==> src/sv/midpoint_line_rasterizer_top_assert.svh <==
// Assertion macros for the midpoint line rasterizer
`ifndef MIDPOINT_LINE_RASTERIZER_TOP_ASSERT_SVH
`define MIDPOINT_LINE_RASTERIZER_TOP_ASSERT_SVH

// same-cycle implication, checked out of reset
`define MLR_ASSERT_NOW(lbl, ante, cons, msg) \
  lbl: assert property (@(posedge clk_i) disable iff (!rst_ni) (ante) |-> (cons)) \
    else $error(msg);

// next-cycle implication, checked out of reset
`define MLR_ASSERT_NEXT(lbl, ante, cons, msg) \
  lbl: assert property (@(posedge clk_i) disable iff (!rst_ni) (ante) |=> (cons)) \
    else $error(msg);

`endif

==> src/sv/mlr_pkg.sv <==
// Types and constants shared by the midpoint line rasterizer modules
package mlr_pkg;

  localparam int unsigned CoordBits = 12;
  localparam int unsigned DecBits   = CoordBits + 3;
  localparam int unsigned ColorBits = 32;

  typedef logic signed [CoordBits-1:0] coord_t;
  typedef logic        [CoordBits-1:0] span_t;
  typedef logic signed [DecBits-1:0]   dec_t;
  typedef logic        [ColorBits-1:0] color_t;

  typedef enum logic {
    OP_START = 1'b0,
    OP_TICK  = 1'b1
  } op_e;

  typedef struct packed {
    op_e    op;
    coord_t x_start;
    coord_t y_start;
    coord_t x_end;
    coord_t y_end;
  } in_word_t;

  typedef struct packed {
    coord_t pixel_x;
    coord_t pixel_y;
    color_t color;
    logic   last;
  } out_word_t;

endpackage

==> src/sv/mlr_core.sv <==
// Line set-up and per-pixel midpoint stepping with the colour register
module mlr_core import mlr_pkg::*; (
  input  logic      clk_i,
  input  logic      rst_ni,
  input  logic      cfg_we_i,
  input  color_t    cfg_wdata_i,
  input  logic      in_valid_i,
  input  logic      hold_i,
  input  in_word_t  in_word_i,
  output logic      res_valid_o,
  output out_word_t res_word_o,
  output logic      active_o
);

  color_t color_q;
  coord_t cur_x_q, cur_x_d;
  coord_t cur_y_q, cur_y_d;
  coord_t major_end_q, major_end_d;
  dec_t   decision_q, decision_d;
  dec_t   inc_straight_q, inc_straight_d;
  dec_t   inc_diagonal_q, inc_diagonal_d;
  logic   y_down_q, y_down_d;
  logic   steep_q, steep_d;
  logic   active_q, active_d;

  logic             accept;
  logic             swap;
  coord_t           x0, y0, x1, y1;
  logic [CoordBits:0] dx_w, dy_w;
  span_t            dx, dy, dmaj, dmin;
  logic             y_desc, is_steep;
  dec_t             dmaj_w, dmin_w;
  coord_t           major;
  logic             is_last;
  logic             go_diag;
  coord_t           y_next;

  assign accept = in_valid_i & ~hold_i;

  // set-up: order endpoints by x, pick major axis and y direction
  always_comb begin
    swap = ~(in_word_i.x_end > in_word_i.x_start);
    x0   = swap ? in_word_i.x_end   : in_word_i.x_start;
    y0   = swap ? in_word_i.y_end   : in_word_i.y_start;
    x1   = swap ? in_word_i.x_start : in_word_i.x_end;
    y1   = swap ? in_word_i.y_start : in_word_i.y_end;
    y_desc = y1 < y0;
    dx_w = {x1[CoordBits-1], x1} - {x0[CoordBits-1], x0};
    dy_w = y_desc ? ({y0[CoordBits-1], y0} - {y1[CoordBits-1], y1})
                  : ({y1[CoordBits-1], y1} - {y0[CoordBits-1], y0});
    dx   = dx_w[CoordBits-1:0];
    dy   = dy_w[CoordBits-1:0];
    is_steep = dy > dx;
    dmaj = is_steep ? dy : dx;
    dmin = is_steep ? dx : dy;
    dmaj_w = {{(DecBits-CoordBits){1'b0}}, dmaj};
    dmin_w = {{(DecBits-CoordBits){1'b0}}, dmin};
  end

  // per-pixel step
  always_comb begin
    major   = steep_q ? cur_y_q : cur_x_q;
    is_last = major == major_end_q;
    go_diag = ~decision_q[DecBits-1] & (|decision_q);
    y_next  = y_down_q ? cur_y_q - coord_t'(1) : cur_y_q + coord_t'(1);
  end

  always_comb begin
    cur_x_d        = cur_x_q;
    cur_y_d        = cur_y_q;
    major_end_d    = major_end_q;
    decision_d     = decision_q;
    inc_straight_d = inc_straight_q;
    inc_diagonal_d = inc_diagonal_q;
    y_down_d       = y_down_q;
    steep_d        = steep_q;
    active_d       = active_q;
    if (accept) begin
      if (in_word_i.op == OP_START) begin
        cur_x_d        = x0;
        cur_y_d        = y0;
        major_end_d    = is_steep ? y1 : x1;
        decision_d     = (dmin_w <<< 1) - dmaj_w;
        inc_straight_d = dmin_w <<< 1;
        inc_diagonal_d = (dmin_w - dmaj_w) <<< 1;
        y_down_d       = y_desc;
        steep_d        = is_steep;
        active_d       = 1'b1;
      end else if (active_q) begin
        if (is_last) begin
          active_d = 1'b0;
        end else begin
          decision_d = decision_q + (go_diag ? inc_diagonal_q : inc_straight_q);
          if (steep_q) begin
            cur_y_d = y_next;
            if (go_diag) begin
              cur_x_d = cur_x_q + coord_t'(1);
            end
          end else begin
            cur_x_d = cur_x_q + coord_t'(1);
            if (go_diag) begin
              cur_y_d = y_next;
            end
          end
        end
      end
    end
  end

  always_ff @(posedge clk_i or negedge rst_ni) begin
    if (!rst_ni) begin
      color_q        <= '0;
      cur_x_q        <= '0;
      cur_y_q        <= '0;
      major_end_q    <= '0;
      decision_q     <= '0;
      inc_straight_q <= '0;
      inc_diagonal_q <= '0;
      y_down_q       <= 1'b0;
      steep_q        <= 1'b0;
      active_q       <= 1'b0;
    end else begin
      if (cfg_we_i) begin
        color_q <= cfg_wdata_i;
      end
      cur_x_q        <= cur_x_d;
      cur_y_q        <= cur_y_d;
      major_end_q    <= major_end_d;
      decision_q     <= decision_d;
      inc_straight_q <= inc_straight_d;
      inc_diagonal_q <= inc_diagonal_d;
      y_down_q       <= y_down_d;
      steep_q        <= steep_d;
      active_q       <= active_d;
    end
  end

  assign res_valid_o        = accept & (in_word_i.op == OP_TICK) & active_q;
  assign res_word_o.pixel_x = cur_x_q;
  assign res_word_o.pixel_y = cur_y_q;
  assign res_word_o.color   = color_q;
  assign res_word_o.last    = is_last;
  assign active_o           = active_q;

endmodule

==> src/sv/mlr_skid.sv <==
// Output register with one skid entry for the pixel channel
module mlr_skid import mlr_pkg::*; (
  input  logic      clk_i,
  input  logic      rst_ni,
  input  logic      push_i,
  input  out_word_t push_word_i,
  output logic      full_o,
  output logic      out_valid_o,
  input  logic      out_stall_i,
  output out_word_t out_word_o
);

  logic      out_valid_q, skid_valid_q;
  out_word_t out_q, skid_q;
  logic      out_free;

  assign out_free = ~out_valid_q | ~out_stall_i;

  always_ff @(posedge clk_i or negedge rst_ni) begin
    if (!rst_ni) begin
      out_valid_q  <= 1'b0;
      skid_valid_q <= 1'b0;
    end else if (out_free) begin
      out_valid_q  <= skid_valid_q | push_i;
      skid_valid_q <= 1'b0;
    end else if (push_i) begin
      skid_valid_q <= 1'b1;
    end
  end

  // payload: drain skid first, else take the new word
  always_ff @(posedge clk_i) begin
    if (out_free) begin
      out_q <= skid_valid_q ? skid_q : push_word_i;
    end else if (push_i) begin
      skid_q <= push_word_i;
    end
  end

  assign full_o      = skid_valid_q;
  assign out_valid_o = out_valid_q;
  assign out_word_o  = out_q;

endmodule

==> src/sv/midpoint_line_rasterizer_top.sv <==
// Top level of the midpoint line rasterizer
//
// Input channel (in_valid_i / in_stall_o / in_word_i): a start word latches two
// endpoints and sets up the line; it gives no pixel. Each tick word then gives
// one pixel, from the endpoint of smaller x to the other (from the second if
// both x are equal), with the final one flagged last, after which ticks give
// nothing until the next start. A start abandons any line in progress.
// Output channel (out_valid_o / out_stall_i / out_word_o): one word per pixel.
// Configuration: cfg_we_i writes cfg_wdata_i as the pixel colour; write only
// while idle.
// Output: an accepted tick's pixel goes into the output register, or the skid entry.
// Throughput: one word per cycle on both sides while no stall is raised; the
// major-axis compare sits between the line registers and the output register.
// Stall: the output register holds while out_stall_i is high and one further
// pixel parks in a skid entry; in_stall_o rises while that entry is occupied.
// Reset: the block comes up idle, colour zero, both channels empty.
module midpoint_line_rasterizer_top import mlr_pkg::*; (
  input  logic      clk_i,
  input  logic      rst_ni,
  input  logic      cfg_we_i,
  input  color_t    cfg_wdata_i,
  input  logic      in_valid_i,
  output logic      in_stall_o,
  input  in_word_t  in_word_i,
  output logic      out_valid_o,
  input  logic      out_stall_i,
  output out_word_t out_word_o
);

`include "midpoint_line_rasterizer_top_assert.svh"

  logic      res_valid;
  out_word_t res_word;
  logic      skid_full;
  logic      core_active;

  mlr_core u_core (
    .clk_i       (clk_i),
    .rst_ni      (rst_ni),
    .cfg_we_i    (cfg_we_i),
    .cfg_wdata_i (cfg_wdata_i),
    .in_valid_i  (in_valid_i),
    .hold_i      (skid_full),
    .in_word_i   (in_word_i),
    .res_valid_o (res_valid),
    .res_word_o  (res_word),
    .active_o    (core_active)
  );

  mlr_skid u_skid (
    .clk_i       (clk_i),
    .rst_ni      (rst_ni),
    .push_i      (res_valid),
    .push_word_i (res_word),
    .full_o      (skid_full),
    .out_valid_o (out_valid_o),
    .out_stall_i (out_stall_i),
    .out_word_o  (out_word_o)
  );

  assign in_stall_o = skid_full;

  `MLR_ASSERT_NOW(a_no_push_when_full, res_valid, !skid_full, "pixel pushed into full skid")
  `MLR_ASSERT_NEXT(a_last_ends_line, res_valid && res_word.last, !core_active, "line active after last")
  `MLR_ASSERT_NEXT(a_full_holds, skid_full && out_stall_i, skid_full && out_valid_o, "skid lost word")
  `MLR_ASSERT_NOW(a_start_no_pixel, in_valid_i && in_word_i.op == OP_START, !res_valid, "pixel on start")

endmodule

==> config.mk <==
export PLATFORM = sky130hd
export DESIGN_NAME = midpoint_line_rasterizer_top
export DESIGN_NICKNAME = d
export VERILOG_FILES = /design/src/sv/mlr_pkg.sv /design/src/sv/mlr_core.sv /design/src/sv/mlr_skid.sv /design/src/sv/midpoint_line_rasterizer_top.sv
export VERILOG_INCLUDE_DIRS = /design/src /design/src/sv
export SDC_FILE = /design/constraint.sdc
export NUM_CORES = 1
export LEC_CHECK = 0
export BUFFER_PORTS_ARGS = -buffer_cell sky130_fd_sc_hd__buf_2
export CAP_MARGIN = 20
export CORE_MARGIN = 1
export CORE_UTILIZATION = 45
export CTS_CLUSTER_DIAMETER = 200
export CTS_CLUSTER_SIZE = 40
export DETAILED_ROUTE_END_ITERATION = 10
export PLACE_DENSITY_LB_ADDON = 0.3
export SETUP_SLACK_MARGIN = 0.15
export SLEW_MARGIN = 20
export SYNTH_ARGS = -nofsm -noshare
export SYNTH_HDL_FRONTEND = slang
export SYNTH_SLANG_ARGS = --single-unit
==> constraint.sdc <==
create_clock -name clk_i -period 16.9 [get_ports clk_i]
set_input_delay 3.38 -clock clk_i [delete_from_list [all_inputs] [get_ports clk_i]]
set_output_delay 3.38 -clock clk_i [all_outputs]
set_load 0.01 [all_outputs]
==> results.cfg, run 1 <==
[critical_path]
start_kind = primary input
r2r_end = u_core.decision_q[14]
crit_arrival_ps = 13540
path_delay_family = compound AO/OA/AOI/OAI gates
path_common_cell = ha_1
r2r_slack_ps = 12220
worstReg2RegStart = u_core.decision_q[0]
crit_path_max_incr_delay_ps = 710
r2r_cells = 22
crit_cells = 38
required_ps = 17260
cp_max_fo = 60
path_buf_inv = 4
critPathCaptureType = flop
criticalPathCategory = primary input to flop
cp_slowest_cell = or4_1

[placed_design]
gp_congestion = 0.958
dpl.hpwl_um = 30400
postPlaceCellArea_sq_mm = 0.0163
portBuffers = 144

[cells_and_area]
fill_cells = 3094
areaGrowthSynthToFinish_pct = 9.24
layout.cell_area.non_filler_sq_mm = 0.0165
num_antenna_cells = 0
nNetsFinal = 1846
drive_gt1_share_pct = 18.6

[timing]
max_slew.worst_pin.slew_ps = 953
maxSlewViolCount = 0
finalSetupViolations = 0
fin_crit_sh_pct = 78.0
rsz0062_at_grt = false
finalHoldViolations = 0
slew_headroom_pct = 35.9
max_freq_ghz = 0.0759
fin_setup_tns_ps = 0
finClkSkew_ps = 26.1
fin_crit_ps = 13180

[grt]
grtUsageTotal_pct = 23.4
grt-ovfl-total = 0
use_met1_pct = 33.6
grt_first_pass_wirelength_um = 63500
antenna_found_initial = 0
busiest_layer = met2
grt_max_degree = 84
grt_use_met3_pct = 2.40
grt_pass1_vias = 11489
met2_usage_pct = 37.3

[flow_run]
maxCapViolations = 0

[detailed_routing]
routed_wl_um = 40200
wire_per_inst_um = 18.7
firstDrtPassIters = 7
dr.first_iter.drc_count = 945
vias_per_cell = 5.78
ant_nets = 0
drc = 0
detailroute.via_count = 12383

[synthesis]
synth_area_leaders = edfxtp_1 (23%), dfrtp_1 (19%), mux2_2 (7.9%)
synth_top_area_share_pct = 22.6
synth-main-ff-cell = edfxtp_1
synth_area_sq_mm = 0.0151
async_flop_share_pct = 49.8
synth_warnings = 0
ys_types = 82
ys_seq_area_share_pct = 41.3
yosys.area.top_type = edfxtp_1
postSynthAreaPerCell_sq_um = 9.40
synthCells = 1608
synth_nets = 1755
synth_edf_count = 114
synth-seq-cells = 227

[min_path]
worstHoldStart = u_core.color_q[21]
holdPathEnd = u_skid.skid_q[22]
min_path_type = flop to flop
holdPathStages = 0

[pwr]
powerDensity_mw_per_mm2 = 170
peakVddDrop_uv = 103
total_leakage_power_nw = 6.78

[clocking]
cts-root-buf = clkbuf_16
cts_made_buffers = 9
cts_tree = done
cts_setup_buffers = 0
clock_latency_ps = 490
clock_path_buffers = 3
cts.sinks = 227
ctsHoldBuffers = 0
htree_levels = 1
cts_resized = 0
clk_pin_slew_ps = 140

[floorplanning]
fp.dieW_um = 185
io_pins = 145
design.die.area_sq_mm = 0.0343
core-area_sq_mm = 0.0328
start_util_pct = 46.1
die_h_um = 185
rows = 66

[run_status]
status = completed
## state kept, by name, indices dropped and copies added (netlist names)
name / count
u_skid.out_word_o: 57
u_skid.skid_q: 57
u_core.color_q: 32
u_core.decision_q: 15
u_core.inc_diagonal_q: 13
u_core.cur_x_q: 12
u_core.cur_y_q: 12
u_core.inc_straight_q: 12
u_core.major_end_q: 12
u_core.active_o: 1
u_core.steep_q: 1
u_core.y_down_q: 1
u_skid.full_o: 1
u_skid.out_valid_o: 1
## cell families (layout without fill, tap and decap cells)
kind of cell / Yosys count / after routing / share of synthesized area (%)
AO/OA/AOI/OAI: 435 / 435 / 18.0
XOR/XNOR: 72 / 72 / 4.22
adder cells (fa/ha/maj): 88 / 88 / 7.00
buffers and inverters: 148 / 241 / 3.74
flip-flops: 227 / 227 / 41.3
multiplexers: 138 / 138 / 10.0
AND/OR/NAND/NOR: 500 / 500 / 15.7
## routing by layer
layer	up-vias	share of wire, %	routed length (um)
li1	6036	-	-
met1	5904	47	18800
met2	405	45	17900
met3	38	6.0	2420
met4	0	2.6	1050
met5	-	0	0
## synthesized netlist by cell type (all sizes together), types with 6 or more instances
master / n
inv: 66
nor3: 21
o21ai: 136
a21oi: 122
buf: 23
a31oi: 13
nand3: 28
edfxtp: 114
or2: 11
and3: 12
o22ai: 16
or4: 6
clkbuf: 59
nand4: 12
dfrtp: 113
mux2: 106
xnor2: 55
nand2b: 34
o211ai: 13
a221oi: 8
a21boi: 6
o21a: 11
or3: 12
o31ai: 6
nor4: 15
nand2: 200
ha: 58
a211oi: 14
a21o: 12
and2: 12
maj3: 27
a2111oi: 6
mux2i: 32
xor2: 17
nor2b: 23
o21bai: 17
nor2: 101
## area by class of cell
class / count / area (sq um) / area share, %
multi-input combinational: 1233 / 8350 / 50.5
tap: 442 / 553 / 3.35
timing repair buffer: 162 / 862 / 5.22
inverter: 66 / 248 / 1.50
clock inverter: 1 / 16.3 / 0.0985
sequential: 227 / 6250 / 37.9
clock buffer: 12 / 236 / 1.43
## where the power goes
part / leakage, nW / internal (W) / switching, W
clock: 0.121 / 0.000102 / 0.000161
combinational: 4.20 / 0.000707 / 0.000987
sequential: 2.46 / 0.000731 / 0.000113
## placed cells by master, fill, tap and decap left out, drive strengths merged, types with 13 or more instances in the layout
cell,n
nand2,200
buf,162
o21ai,136
a21oi,122
edfxtp,114
dfrtp,113
mux2,106
nor2,101
inv,66
ha,58
xnor2,55
nand2b,34
mux2i,32
nand3,28
maj3,27
nor2b,23
nor3,21
o21bai,17
xor2,17
o22ai,16
nor4,15
a211oi,14
o211ai,13
a31oi,13
## stage by stage
stage / setup slack [ps] / util (%) / instances / power (W) / hold slack (ps)
5_1_grt: 3020 / 50.4 / 2143 / 0.00304 / 493
3_5_place_dp: 3340 / 49.6 / 2130 / 0.00253 / 454
3_3_place_gp: 3510 / 49.6 / 2130 / 0.00249 / 446
4_1_cts: 3810 / 50.4 / 2143 / 0.00280 / 485
6_report: 3720 / 50.4 / 2143 / 0.00280 / 482
2_1_floorplan: 3770 / - / 1608 / 0.00209 / 433
## worst max path at each step
stage	slack [ps]	start	end
after floorplan	3770	in_word_i[44]	u_core.decision_q[9]
after global placement	3510	in_word_i[47]	u_core.inc_diagonal_q[11]
after detailed placement	3340	in_word_i[47]	u_core.inc_diagonal_q[11]
after CTS	3810	in_word_i[47]	u_core.inc_diagonal_q[11]
after global routing	3020	in_word_i[47]	u_core.inc_diagonal_q[11]
final	3720	in_word_i[47]	u_core.inc_diagonal_q[11]
Power figures use the tool's default switching activity.
==> run 2: changes to the inputs <==
==> constraint.sdc (replaced) <==
create_clock -name clk_i -period 11 [get_ports clk_i]
set_input_delay 2.2 -clock clk_i [delete_from_list [all_inputs] [get_ports clk_i]]
set_output_delay 2.2 -clock clk_i [all_outputs]
set_load 0.01 [all_outputs]
==> results.cfg, run 2 (synthesis results as in run 1) <==
[run_status]
status = completed

[cells_and_area]
num_antenna_cells = 0
fill_cells = 3076
nNetsFinal = 1868
areaGrowthSynthToFinish_pct = 10.8
multiInputGateArea_sq_mm = 0.00840
final_cell_mix = nand2_1 (198), buf_2 (143), o21ai_0 (130)
final_common_cell = nand2_1
drive_gt1_share_pct = 20.0
seqCellArea_sq_mm = 0.00625

[placed_design]
dpl.hpwl_um = 31700
place_ws_ps = 339
portBuffers = 144
gp_congestion = 0.963

[clocking]
cts-root-buf = clkbuf_16
cts.sinks = 227
clock_path_buffers = 3
ctsHoldBuffers = 0
cts_tree = done
clock_latency_ps = 490
htree_levels = 1
cts_made_buffers = 9
clk_pin_slew_ps = 150

[grt]
grt_max_degree = 81
grt_first_pass_wirelength_um = 65100
busiest_layer = met2
use_met1_pct = 33.9
grt_use_met3_pct = 2.18
met2_usage_pct = 39.9
grt-ovfl-total = 0
antenna_found_initial = 0
grt_pass1_vias = 11892
grtUsageTotal_pct = 24.2

[timing]
fin_setup_tns_ps = 0
fin_crit_ps = 10180
finalHoldViolations = 0
rsz0062_at_grt = false
max_slew.worst_pin.slew_ps = 894
finClkSkew_ps = 26.1
maxSlewViolCount = 0
slew_headroom_pct = 39.9
layout_setup_ws_ps = 822
max_freq_ghz = 0.0982
finalSetupViolations = 0
fin_crit_sh_pct = 92.5
fin_hold_ws_ps = 470

[critical_path]
path_common_cell = a21oi_1
criticalPathCategory = primary input to flop
path_buf_inv = 4
crit_arrival_ps = 10560
critPathCaptureType = flop
path_delay_family = compound AO/OA/AOI/OAI gates
required_ps = 11380
cp_max_fo = 59
crit_path_max_incr_delay_ps = 470
start_kind = primary input
cp_slowest_cell = a2111oi_2

[floorplanning]
start_util_pct = 46.1
design.die.area_sq_mm = 0.0343
io_pins = 145
rows = 66
core-area_sq_mm = 0.0328
fp.dieW_um = 185
die_h_um = 185

[pwr]
powerDensity_mw_per_mm2 = 263
total_leakage_power_nw = 6.91
peakVddDrop_uv = 187

[detailed_routing]
dr.first_iter.drc_count = 815
ant_nets = 0
vias_per_cell = 5.76
routed_wl_um = 41300
wire_per_inst_um = 19.1
firstDrtPassIters = 6
detailroute.via_count = 12481
drc = 0

[min_path]
min_path_type = flop to flop

[flow_run]
maxCapViolations = 0
-- run 2: cell types whose count changed in the layout (fill, tap and decap cells not counted), sizes merged --
| cell | change |
|---|---|
| buf | +22 |
-- run 2: final timing paths --
check                                      from                    end  slack, ps  cells after the start
setup reg to reg           u_core.decision_q[1]  u_core.decision_q[14]       6360                     22
hold reg to reg              u_core.color_q[31]      u_skid.skid_q[32]        470                      0
setup / recovery                  in_word_i[43]  u_core.decision_q[12]        820                     36
max in group asynchronous                rst_ni          u_skid.full_o       8220                      2
min in group asynchronous                rst_ni      u_core.color_q[5]       1660                      1
hold / removal               u_core.color_q[31]      u_skid.skid_q[32]        470                      0
-- run 2: where the power goes --
group / leakage (nW) / switching, W / internal [W]
logic: 4.32 / 0.00156 / 0.00116
registers: 2.46 / 0.000173 / 0.00112
clock network: 0.121 / 0.000248 / 0.000157
total: 6.91 / 0.00198 / 0.00243
-- run 2: area by class of cell --
type,count,share of cell area [%]
inverter,66,1.48
clock buffer,12,1.41
clock inverter,1,0.0971
multi-input combinational,1233,50.1
sequential,227,37.3
tap,442,3.30
timing repair buffer,184,6.28
-- run 2: routing by layer --
| metal | part of all wire (%) | up-vias |
|---|---|---|
| li1 | - | 6064 |
| met1 | 47 | 6008 |
| met2 | 45 | 362 |
| met3 | 5.6 | 47 |
| met4 | 2.6 | 0 |
| met5 | 0 | - |
-- run 2: repair_timing --
item                       4_1_cts  5_1_grt
resized for setup                0        1
buffers inserted                 0        0
setup endpoints to repair        0        2
-- run 2: metrics by stage --
step | instances | util [%] | total power, W | instance area, sq um
after floorplan | 1608 | - | 0.00325 | 15200
after global placement | 2152 | 50.3 | 0.00394 | 16500
after detailed placement | 2152 | 50.3 | 0.00399 | 16500
after CTS | 2165 | 51.1 | 0.00440 | 16700
after global routing | 2165 | 51.1 | 0.00477 | 16800
final | 2165 | 51.1 | 0.00441 | 16800
